--- src/design/tleb_pkg.sv ---
// Shared constants, codes, types and helpers of the terminal line edit buffer.
package tleb_pkg;

    localparam int LINE_CAPACITY = 255;
    localparam int PTR_W         = $clog2(LINE_CAPACITY + 1);
    localparam int ADDR_W        = (LINE_CAPACITY > 1) ? $clog2(LINE_CAPACITY) : 1;
    localparam int KEY_W         = 8;
    localparam int OUT_W         = 8;
    localparam int CMP_W         = (PTR_W > KEY_W) ? PTR_W : KEY_W;

    localparam logic [1:0] FILTER_ANY      = 2'd0;
    localparam logic [1:0] FILTER_ALNUM    = 2'd1;
    localparam logic [1:0] FILTER_NO_SPACE = 2'd2;

    localparam logic [KEY_W-1:0] CH_DIGIT_LO = 8'h30;
    localparam logic [KEY_W-1:0] CH_DIGIT_HI = 8'h39;
    localparam logic [KEY_W-1:0] CH_LOWER_LO = 8'h61;
    localparam logic [KEY_W-1:0] CH_LOWER_HI = 8'h7a;
    localparam logic [KEY_W-1:0] CH_UPPER_LO = 8'h41;
    localparam logic [KEY_W-1:0] CH_UPPER_HI = 8'h5a;
    localparam logic [KEY_W-1:0] CH_SPACE    = 8'h20;

    typedef enum logic [3:0] {
        KEY_CHAR      = 4'd0,
        KEY_HOME      = 4'd1,
        KEY_LEFT      = 4'd2,
        KEY_END       = 4'd3,
        KEY_RIGHT     = 4'd4,
        KEY_BKSP      = 4'd5,
        KEY_KILL_END  = 4'd6,
        KEY_FF        = 4'd7,
        KEY_CR        = 4'd8,
        KEY_HIST_DOWN = 4'd9,
        KEY_HIST_UP   = 4'd10,
        KEY_KILL_LINE = 4'd11,
        KEY_TAB       = 4'd12,
        KEY_NOP       = 4'd13,
        KEY_CLEAR     = 4'd14,
        KEY_READ      = 4'd15
    } t_key_cmd;

    typedef enum logic [2:0] {
        EV_NONE           = 3'd0,
        EV_CLEAR_SCREEN   = 3'd1,
        EV_EXECUTE        = 3'd2,
        EV_HIST_DOWN      = 3'd3,
        EV_HIST_UP        = 3'd4,
        EV_COMPLETE_FIRST = 3'd5,
        EV_COMPLETE_AGAIN = 3'd6
    } t_line_event;

    typedef enum logic [3:0] {
        OP_NONE,
        OP_HOME,
        OP_LEFT,
        OP_END,
        OP_RIGHT,
        OP_KILL_END,
        OP_CLEAR,
        OP_GROW,
        OP_SHRINK
    } t_reg_op;

    typedef enum logic [2:0] {
        S_IDLE,
        S_EXEC,
        S_SHIFT_UP,
        S_SHIFT_DN,
        S_DONE
    } t_state;

    typedef struct packed {
        logic        load_req;
        t_reg_op     reg_op;
        logic        tab_set;
        logic        tab_clr;
        logic        ev_load;
        t_line_event ev;
        logic        rd_req;
        logic        ptr_from_len;
        logic        ptr_from_cur;
        logic        shift_up;
        logic        shift_dn;
        logic        wr_char;
        logic        out_load;
    } t_dp_ctrl;

    typedef struct packed {
        t_key_cmd cmd;
        logic     in_tab;
        logic     char_ok;
        logic     full;
        logic     cur_zero;
        logic     cur_at_len;
        logic     ptr_at_cur;
        logic     ptr_at_len;
        logic     pend;
        logic     idx_hit;
    } t_dp_stat;

    function automatic logic char_ok(input logic [1:0] mode, input logic [KEY_W-1:0] c);
        logic ok;
        unique case (mode)
            FILTER_ALNUM: begin
                ok = (c >= CH_DIGIT_LO && c <= CH_DIGIT_HI) ||
                     (c >= CH_LOWER_LO && c <= CH_LOWER_HI) ||
                     (c >= CH_UPPER_LO && c <= CH_UPPER_HI);
            end
            FILTER_NO_SPACE: begin
                ok = (c != CH_SPACE);
            end
            default: begin
                ok = 1'b1;
            end
        endcase
        return ok;
    endfunction

endpackage

--- src/design/tleb_datapath.sv ---
// Datapath: line memory, cursor and length registers, shift pointer and result register.
module tleb_datapath
    import tleb_pkg::*;
(
    input  logic                i_clk,
    input  logic                i_rst_n,
    input  logic [1:0]          i_mode,
    input  logic [3:0]          i_cmd,
    input  logic [KEY_W-1:0]    i_key_char,
    input  logic [KEY_W-1:0]    i_read_index,
    input  t_dp_ctrl            i_ctrl,
    output t_dp_stat            o_stat,
    output logic [2:0]          o_line_event,
    output logic [OUT_W-1:0]    o_cursor_pos,
    output logic [OUT_W-1:0]    o_line_length,
    output logic [OUT_W-1:0]    o_read_data
);

    logic [KEY_W-1:0]  r_line [LINE_CAPACITY];
    logic [KEY_W-1:0]  r_mem_q;

    t_key_cmd          r_cmd;
    logic [KEY_W-1:0]  r_char;
    logic [KEY_W-1:0]  r_idx;

    logic [PTR_W-1:0]  r_cursor;
    logic [PTR_W-1:0]  r_length;
    logic [PTR_W-1:0]  r_ptr;
    logic              r_in_tab;
    logic              r_pend;
    logic [ADDR_W-1:0] r_pend_addr;
    logic              r_rd_hit;
    t_line_event       r_event;

    logic [2:0]        r_out_event;
    logic [OUT_W-1:0]  r_out_cursor;
    logic [OUT_W-1:0]  r_out_length;
    logic [OUT_W-1:0]  r_out_data;

    logic [PTR_W-1:0]  w_ptr_dec;
    logic [CMP_W-1:0]  w_idx_ext;
    logic [CMP_W-1:0]  w_len_ext;
    logic [CMP_W-1:0]  w_cur_ext;
    logic [ADDR_W-1:0] w_rd_addr;
    logic              w_rd_en;

    assign w_ptr_dec = r_ptr - PTR_W'(1);
    assign w_idx_ext = CMP_W'(r_idx);
    assign w_len_ext = CMP_W'(r_length);
    assign w_cur_ext = CMP_W'(r_cursor);

    // status toward the controller
    always_comb begin
        o_stat.cmd        = r_cmd;
        o_stat.in_tab     = r_in_tab;
        o_stat.char_ok    = char_ok(i_mode, r_char);
        o_stat.full       = (r_length == PTR_W'(LINE_CAPACITY));
        o_stat.cur_zero   = (r_cursor == '0);
        o_stat.cur_at_len = (r_cursor == r_length);
        o_stat.ptr_at_cur = (r_ptr == r_cursor);
        o_stat.ptr_at_len = (r_ptr == r_length);
        o_stat.pend       = r_pend;
        o_stat.idx_hit    = (w_idx_ext < w_len_ext);
    end

    // held request fields
    always_ff @(posedge i_clk) begin
        if (i_ctrl.load_req) begin
            r_cmd  <= t_key_cmd'(i_cmd);
            r_char <= i_key_char;
            r_idx  <= i_read_index;
        end
    end

    always_ff @(posedge i_clk) begin
        if (!i_rst_n) begin
            r_cursor <= '0;
            r_length <= '0;
        end else begin
            unique case (i_ctrl.reg_op)
                OP_NONE: begin
                end
                OP_HOME: begin
                    r_cursor <= '0;
                end
                OP_LEFT: begin
                    if (r_cursor != '0) begin
                        r_cursor <= r_cursor - PTR_W'(1);
                    end
                end
                OP_END: begin
                    r_cursor <= r_length;
                end
                OP_RIGHT: begin
                    if (r_cursor != r_length) begin
                        r_cursor <= r_cursor + PTR_W'(1);
                    end
                end
                OP_KILL_END: begin
                    r_length <= r_cursor;
                end
                OP_CLEAR: begin
                    r_cursor <= '0;
                    r_length <= '0;
                end
                OP_GROW: begin
                    r_cursor <= r_cursor + PTR_W'(1);
                    r_length <= r_length + PTR_W'(1);
                end
                OP_SHRINK: begin
                    r_cursor <= r_cursor - PTR_W'(1);
                    r_length <= r_length - PTR_W'(1);
                end
                default: begin
                end
            endcase
        end
    end

    always_ff @(posedge i_clk) begin
        if (!i_rst_n) begin
            r_ptr       <= '0;
            r_pend      <= 1'b0;
            r_pend_addr <= '0;
            r_in_tab    <= 1'b0;
            r_rd_hit    <= 1'b0;
            r_event     <= EV_NONE;
        end else begin
            if (i_ctrl.ptr_from_len) begin
                r_ptr <= r_length;
            end else if (i_ctrl.ptr_from_cur) begin
                r_ptr <= r_cursor;
            end else if (i_ctrl.shift_up) begin
                r_ptr <= w_ptr_dec;
            end else if (i_ctrl.shift_dn) begin
                r_ptr <= r_ptr + PTR_W'(1);
            end
            // a shift read lands in the following cycle as a write one slot away
            r_pend <= i_ctrl.shift_up | i_ctrl.shift_dn;
            if (i_ctrl.shift_up) begin
                r_pend_addr <= r_ptr[ADDR_W-1:0];
            end else if (i_ctrl.shift_dn) begin
                r_pend_addr <= w_ptr_dec[ADDR_W-1:0];
            end
            if (i_ctrl.tab_set) begin
                r_in_tab <= 1'b1;
            end else if (i_ctrl.tab_clr) begin
                r_in_tab <= 1'b0;
            end
            if (i_ctrl.ev_load) begin
                r_event  <= i_ctrl.ev;
                r_rd_hit <= i_ctrl.rd_req;
            end
        end
    end

    // memory read port
    always_comb begin
        w_rd_en = i_ctrl.rd_req | i_ctrl.shift_up | i_ctrl.shift_dn;
        if (i_ctrl.rd_req) begin
            w_rd_addr = w_idx_ext[ADDR_W-1:0];
        end else if (i_ctrl.shift_up) begin
            w_rd_addr = w_ptr_dec[ADDR_W-1:0];
        end else begin
            w_rd_addr = r_ptr[ADDR_W-1:0];
        end
    end

    always_ff @(posedge i_clk) begin
        if (w_rd_en) begin
            r_mem_q <= r_line[w_rd_addr];
        end
    end

    // memory write port
    always_ff @(posedge i_clk) begin
        if (r_pend) begin
            r_line[r_pend_addr] <= r_mem_q;
        end else if (i_ctrl.wr_char) begin
            r_line[r_cursor[ADDR_W-1:0]] <= r_char;
        end
    end

    always_ff @(posedge i_clk) begin
        if (i_ctrl.out_load) begin
            r_out_event  <= r_event;
            r_out_cursor <= w_cur_ext[OUT_W-1:0];
            r_out_length <= w_len_ext[OUT_W-1:0];
            r_out_data   <= r_rd_hit ? r_mem_q : '0;
        end
    end

    assign o_line_event  = r_out_event;
    assign o_cursor_pos  = r_out_cursor;
    assign o_line_length = r_out_length;
    assign o_read_data   = r_out_data;

endmodule

--- src/design/tleb_ctrl.sv ---
// Controller: sequences each request through decode, buffer shifts and result hand-off.
module tleb_ctrl
    import tleb_pkg::*;
(
    input  logic     i_clk,
    input  logic     i_rst_n,
    input  logic     i_in_valid,
    output logic     o_in_ready,
    output logic     o_out_valid,
    input  logic     i_out_ready,
    input  t_dp_stat i_stat,
    output t_dp_ctrl o_ctrl
);

    t_state r_state;
    t_state n_state;
    logic   r_out_valid;
    logic   n_out_valid;

    always_ff @(posedge i_clk) begin
        if (!i_rst_n) begin
            r_state     <= S_IDLE;
            r_out_valid <= 1'b0;
        end else begin
            r_state     <= n_state;
            r_out_valid <= n_out_valid;
        end
    end

    always_comb begin
        n_state     = r_state;
        n_out_valid = r_out_valid;
        o_ctrl      = '0;
        if (r_out_valid && i_out_ready) begin
            n_out_valid = 1'b0;
        end
        unique case (r_state)
            S_IDLE: begin
                if (i_in_valid) begin
                    o_ctrl.load_req = 1'b1;
                    n_state         = S_EXEC;
                end
            end
            S_EXEC: begin
                o_ctrl.ev_load = 1'b1;
                n_state        = S_DONE;
                if (i_stat.cmd == KEY_CLEAR) begin
                    o_ctrl.reg_op = OP_CLEAR;
                end else if (i_stat.cmd == KEY_READ) begin
                    o_ctrl.rd_req = i_stat.idx_hit;
                end else if (i_stat.in_tab && i_stat.cmd == KEY_TAB) begin
                    o_ctrl.ev = EV_COMPLETE_AGAIN;
                end else begin
                    o_ctrl.tab_clr = 1'b1;
                    unique case (i_stat.cmd)
                        KEY_CHAR: begin
                            if (i_stat.char_ok && !i_stat.full) begin
                                if (i_stat.cur_at_len) begin
                                    o_ctrl.wr_char = 1'b1;
                                    o_ctrl.reg_op  = OP_GROW;
                                end else begin
                                    o_ctrl.ptr_from_len = 1'b1;
                                    n_state             = S_SHIFT_UP;
                                end
                            end
                        end
                        KEY_HOME:      o_ctrl.reg_op = OP_HOME;
                        KEY_LEFT:      o_ctrl.reg_op = OP_LEFT;
                        KEY_END:       o_ctrl.reg_op = OP_END;
                        KEY_RIGHT:     o_ctrl.reg_op = OP_RIGHT;
                        KEY_BKSP: begin
                            if (!i_stat.cur_zero) begin
                                o_ctrl.ptr_from_cur = 1'b1;
                                n_state             = S_SHIFT_DN;
                            end
                        end
                        KEY_KILL_END:  o_ctrl.reg_op = OP_KILL_END;
                        KEY_FF:        o_ctrl.ev = EV_CLEAR_SCREEN;
                        KEY_CR:        o_ctrl.ev = EV_EXECUTE;
                        KEY_HIST_DOWN: o_ctrl.ev = EV_HIST_DOWN;
                        KEY_HIST_UP:   o_ctrl.ev = EV_HIST_UP;
                        KEY_KILL_LINE: o_ctrl.reg_op = OP_CLEAR;
                        KEY_TAB: begin
                            o_ctrl.ev      = EV_COMPLETE_FIRST;
                            o_ctrl.tab_set = 1'b1;
                        end
                        default: begin
                        end
                    endcase
                end
            end
            S_SHIFT_UP: begin
                if (!i_stat.ptr_at_cur) begin
                    o_ctrl.shift_up = 1'b1;
                end else if (!i_stat.pend) begin
                    o_ctrl.wr_char = 1'b1;
                    o_ctrl.reg_op  = OP_GROW;
                    n_state        = S_DONE;
                end
            end
            S_SHIFT_DN: begin
                if (!i_stat.ptr_at_len) begin
                    o_ctrl.shift_dn = 1'b1;
                end else if (!i_stat.pend) begin
                    o_ctrl.reg_op = OP_SHRINK;
                    n_state       = S_DONE;
                end
            end
            S_DONE: begin
                if (!r_out_valid || i_out_ready) begin
                    o_ctrl.out_load = 1'b1;
                    n_out_valid     = 1'b1;
                    n_state         = S_IDLE;
                end
            end
            default: begin
                n_state = S_IDLE;
            end
        endcase
    end

    assign o_in_ready  = (r_state == S_IDLE);
    assign o_out_valid = r_out_valid;

endmodule

--- src/design/terminal_line_edit_buffer.sv ---
// Top level of the terminal line edit buffer: configuration port, controller and datapath.
//
// Each request carries one decoded key symbol and produces exactly one result with the
// line event, the cursor position, the line length and, for a read-back request, the stored
// character. Requests are handled one at a time. A request that does not move stored
// characters passes through accept, decode and hand-off to a loaded result. An insert inside
// the line or a backspace first moves each character behind the cursor by one slot: the
// line sits in a memory with one read port and one write port, so characters move one at
// a time, and the last moved character lands before the registers update. Inserts at the
// end of the line need no shift. The hand-off waits while the previous result still sits
// unclaimed in the result register. The next request is taken as soon as the result
// register is loaded, even while that result still waits on the output side. The input
// mode register lies at byte address 0 of the configuration port and is to be written
// by the user only while the block is idle; the block itself does not enforce this.
module terminal_line_edit_buffer
    import tleb_pkg::*;
(
    input  logic             i_clk,
    input  logic             i_rst_n,
    // configuration port
    input  logic             psel,
    input  logic             penable,
    input  logic             pwrite,
    input  logic [2:0]       paddr,
    input  logic [31:0]      pwdata,
    output logic [31:0]      prdata,
    output logic             pready,
    // key request channel
    input  logic             i_in_valid,
    output logic             o_in_ready,
    input  logic [3:0]       i_cmd,
    input  logic [KEY_W-1:0] i_key_char,
    input  logic [KEY_W-1:0] i_read_index,
    // result channel
    output logic             o_out_valid,
    input  logic             i_out_ready,
    output logic [2:0]       o_line_event,
    output logic [OUT_W-1:0] o_cursor_pos,
    output logic [OUT_W-1:0] o_line_length,
    output logic [OUT_W-1:0] o_read_data
);

    logic [1:0] r_mode;
    t_dp_ctrl   w_ctrl;
    t_dp_stat   w_stat;

    // Hold the input mode; write it on the access phase of a register write.
    // Address bit 2 selects beyond the single register, so those writes drop.
    always_ff @(posedge i_clk) begin
        if (!i_rst_n) begin
            r_mode <= FILTER_ANY;
        end else if (psel && penable && pwrite && !paddr[2]) begin
            r_mode <= pwdata[1:0];
        end
    end

    assign pready = 1'b1;
    assign prdata = paddr[2] ? 32'd0 : {30'd0, r_mode};

    // Sequence each request: decode, shift the line, then hand off the result.
    tleb_ctrl u_ctrl (
        .i_clk       (i_clk),
        .i_rst_n     (i_rst_n),
        .i_in_valid  (i_in_valid),
        .o_in_ready  (o_in_ready),
        .o_out_valid (o_out_valid),
        .i_out_ready (i_out_ready),
        .i_stat      (w_stat),
        .o_ctrl      (w_ctrl)
    );

    // Line memory, cursor, length, tab state and the result register.
    tleb_datapath u_datapath (
        .i_clk         (i_clk),
        .i_rst_n       (i_rst_n),
        .i_mode        (r_mode),
        .i_cmd         (i_cmd),
        .i_key_char    (i_key_char),
        .i_read_index  (i_read_index),
        .i_ctrl        (w_ctrl),
        .o_stat        (w_stat),
        .o_line_event  (o_line_event),
        .o_cursor_pos  (o_cursor_pos),
        .o_line_length (o_line_length),
        .o_read_data   (o_read_data)
    );

endmodule

--- config.mk ---
export PLATFORM = sky130hd
export DESIGN_NAME = terminal_line_edit_buffer
export DESIGN_NICKNAME = d
export VERILOG_FILES = /design/src/design/tleb_pkg.sv /design/src/design/tleb_datapath.sv /design/src/design/tleb_ctrl.sv /design/src/design/terminal_line_edit_buffer.sv
export SDC_FILE = /design/constraint.sdc
export NUM_CORES = 2
export LEC_CHECK = 0
export BUFFER_PORTS_ARGS = -buffer_cell sky130_fd_sc_hd__clkbuf_2
export CAP_MARGIN = 20
export CORE_UTILIZATION = 25
export CTS_BUF_LIST = sky130_fd_sc_hd__clkbuf_4 sky130_fd_sc_hd__clkbuf_8
export CTS_CLUSTER_SIZE = 40
export DETAILED_ROUTE_END_ITERATION = 12
export GPL_TIMING_DRIVEN = 1
export SLEW_MARGIN = 10
export SYNTH_ARGS = -nofsm -noshare
export SYNTH_HDL_FRONTEND = slang
export SYNTH_SLANG_ARGS = --single-unit
--- constraint.sdc ---
create_clock -name i_clk -period 6.3 [get_ports i_clk]
set_clock_uncertainty 0.1 [all_clocks]
set_input_delay 1.89 -clock i_clk [delete_from_list [all_inputs] [get_ports i_clk]]
set_output_delay 1.89 -clock i_clk [all_outputs]
set_load 0.03 [all_outputs]
==> results.cfg <==
[run_status]
status = finished, final reports clean

[global_routing]
antenna_found_initial = 6
grt_pass1_wl_um = 362000
overflow = 0
grt.total_usage = 0.136
grt_pass1_vias = 54800
grt_max_degree = 153

[detailed_routing]
dr.first_iter.drc_count = 6199
detail-route-antenna-nets = 0
drt-pass1-iter-count = 5
vias = 56700
drt-vias-per-instance = 4.81
post-route-drc-count = 0
wl_per_cell_um = 21.0
drt_wl_total_um = 248000

[finish]
drive_gt1_frac = 0.151
final_nets = 7035
final_common_cell = edfxtp_1
seq_area_um2 = 63800
fillCellCount = 34500
stdcell_area_um2 = 102000
layout_common_cells = 2,095 x edfxtp_1, 1,391 x nand2_1, 525 x nand3_1
multi_input_area_um2 = 21300
fin_cells = 11800
syn2layout_area_growth_pct = 16.8

[worst_setup_path]
cp_max_fo = 24
arrival_ps = 6500
path_cells = inv_1 > ha_1 > a211oi_1 > o311ai_4 > buf_4 > mux2_2 > nand2_2 > buf_4 > a221oi_1 > nor4_1 > buf_4 > o21bai_1 > nor4_1 > nor4_1
cp_slowest_cell = nand2_2
start_kind = flop
max_stage_delay_ps = 750
worstSetupPathType = flop to flop
end_kind = flop
crit_required_ps = 6990

[timing]
rsz0062_at_grt = no
period_needed_ps = 5800
fmax_mhz = 172
tightestPinTransition_ps = 1140
fin_crit_sh = 0.921
drv_slew = 0
max_slew_margin = 0.234
hold_violations = 0
whs_ps = 334
setup_viol = 0
fin_tns_setup_ps = 0

[clock_tree]
cts_tree = built
cts_setup_buffers = 0
htree_levels = 5
clock_path_buffers = 4
cts.clk_slew.worst_paths_ps = 60
worstSkewPairLatency_ps = 1080
ctsResizeCount = 0
clockRootBuffer = clkbuf_8
clock-sinks = 2139
cts_buffers = 367
cts-hold-fix-buffers = 0

[floorplanning]
start_util = 0.251
die-width_um = 593
die_area_um2 = 351000
io_pins = 124
rows = 216
core_um2 = 347000
die_h_um = 593

[placed_design]
port-buffer-count = 60
gp_congestion = 0.870
place_area_um2 = 95000
post-place-cells = 11200
dp_hpwl_um = 149000

[yosys]
ys_warn_count = 0
syn_area_per_cell_um2 = 13.3
synth_edf_count = 2095
yosys_most_used_dff = edfxtp_1
yosys_register_bits = 2139
syn_area_um2 = 87200
async_reset_ff_frac = 0
ys_types = 75
synth_cells = 6560
ys_seq_area_frac = 0.732

[run]
maxCapViolations = 0

[power]
internal_power_uw = 22800
switchingPower_uw = 7180
clkPwrFrac = 0.398
p_per_area_nw_per_um2 = 294
swShare = 0.240
p_seq_frac = 0.524
comb_power_share = 0.078
peakVddDrop_mv = 0.238
leakage_uw = 0.0347

[hold_path]
hold_path_class = flop to flop
==> power groups by stage <==
stage / sequential (µW) / clock [µW] / combinational [µW]
6_report: 15700 / 11900 / 2340
5_1_grt: 15700 / 12700 / 2510
4_1_cts: 15700 / 12100 / 2320
3_5_place_dp: 16000 / 0 / 2310
3_3_place_gp: 16000 / 0 / 2280
2_1_floorplan: 16000 / 0 / 1500
==> synth_stat cells, drive strengths merged, types with 9 or more instances <==
master | count | share of area
nor3 | 28 | 0.0016
nand4 | 16 | 0.0011
nand2 | 1408 | 0.061
ha | 25 | 0.0036
xnor2 | 33 | 0.0033
a41oi | 14 | 0.0014
o22ai | 9 | 0.00065
buf | 324 | 0.020
and3 | 18 | 0.0013
a221oi | 143 | 0.015
nand3b | 12 | 0.0010
mux2 | 13 | 0.0017
a31oi | 45 | 0.0033
and2 | 12 | 0.00086
xor2 | 18 | 0.0018
a211oi | 42 | 0.0036
a311oi | 11 | 0.0011
mux2i | 188 | 0.022
inv | 25 | 0.0011
a32oi | 74 | 0.0074
nor2b | 38 | 0.0027
nor2 | 329 | 0.014
edfxtp | 2095 | 0.72
nor4 | 56 | 0.0040
a21oi | 520 | 0.030
clkbuf | 176 | 0.0076
a22oi | 133 | 0.011
nand3 | 525 | 0.030
o21ai | 43 | 0.0025
o21bai | 19 | 0.0016
o211ai | 15 | 0.0013
nand2b | 17 | 0.0012
a221o | 10 | 0.0011
dfxtp | 44 | 0.010
==> critical path, delay by kind of cell (launching register included) <==
| kind | cells | cell delay (ps) |
|---|---|---|
| fa+ha+maj | 1 | 320 |
| buf+inv | 4 | 1100 |
| mux | 1 | 530 |
| compound gates | 4 | 900 |
| simple gates | 4 | 1930 |
| flops | 1 | 610 |
==> metal layers <==
metal	GRT usage	vias to the layer above	part of all wire
met5	0	-	0.000069
met4	0.0487	2	0.032
met3	0.0283	432	0.084
met2	0.218	2579	0.46
met1	0.182	28400	0.42
li1	-	25300	-
==> flip-flops by register name, summed over array words and instances (netlist names), 2 cells and up <==
| register | count |
|---|---|
| u_datapath.o_cursor_pos | 8 |
| u_datapath.r_cmd | 4 |
| u_datapath.o_read_data | 8 |
| u_datapath.r_cursor | 8 |
| u_datapath.r_idx | 8 |
| u_datapath.r_ptr | 8 |
| u_datapath.r_mem_q | 8 |
| u_datapath.r_char | 8 |
| r_mode | 2 |
| u_datapath.r_line | 2040 |
| u_datapath.r_pend_addr | 8 |
| u_datapath.o_line_event | 3 |
| u_datapath.r_event | 3 |
| u_datapath.r_length | 8 |
| u_datapath.o_line_length | 8 |
| u_ctrl.r_state | 3 |
==> stage by stage <==
step                 util  setup WS, ps  power (µW)
finish              0.294           497       29900
global route        0.294           232       30900
CTS                 0.294           541       30100
floorplan               -          1510       17500
global placement    0.274           589       18300
detailed placement  0.274           557       18300
==> final timing paths <==
path                          startpoint                         end  slack (ps)  cells after the start
setup / recovery  u_datapath.r_length[1]       u_datapath.r_mem_q[0]         500                     14
hold / removal     u_datapath.r_event[2]  u_datapath.o_line_event[2]         330                      0
setup reg to reg  u_datapath.r_length[1]       u_datapath.r_mem_q[0]         500                     14
hold reg to reg    u_datapath.r_event[2]  u_datapath.o_line_event[2]         330                      0
==> area by class of cell <==
type	instances	area share
antenna	4	0.0000983
inverter	26	0.000959
clock inverter	135	0.00779
sequential	2139	0.627
timing repair buffer	488	0.0407
tap	4578	0.0563
clock buffer	485	0.0588
multi-input combinational	3924	0.209
==> kinds of logic after synthesis <==
logic type	count (synthesis)	synth area share
buffers and inverters	526	0.0285
AO/OA/AOI/OAI	1130	0.0856
flip-flops	2139	0.732
multiplexers	201	0.0235
AND/OR/NAND/NOR	2484	0.121
other	2	0.0000861
XOR/XNOR	51	0.00512
adder cells (fa/ha/maj)	27	0.00405
Power figures use the tool's default switching activity.
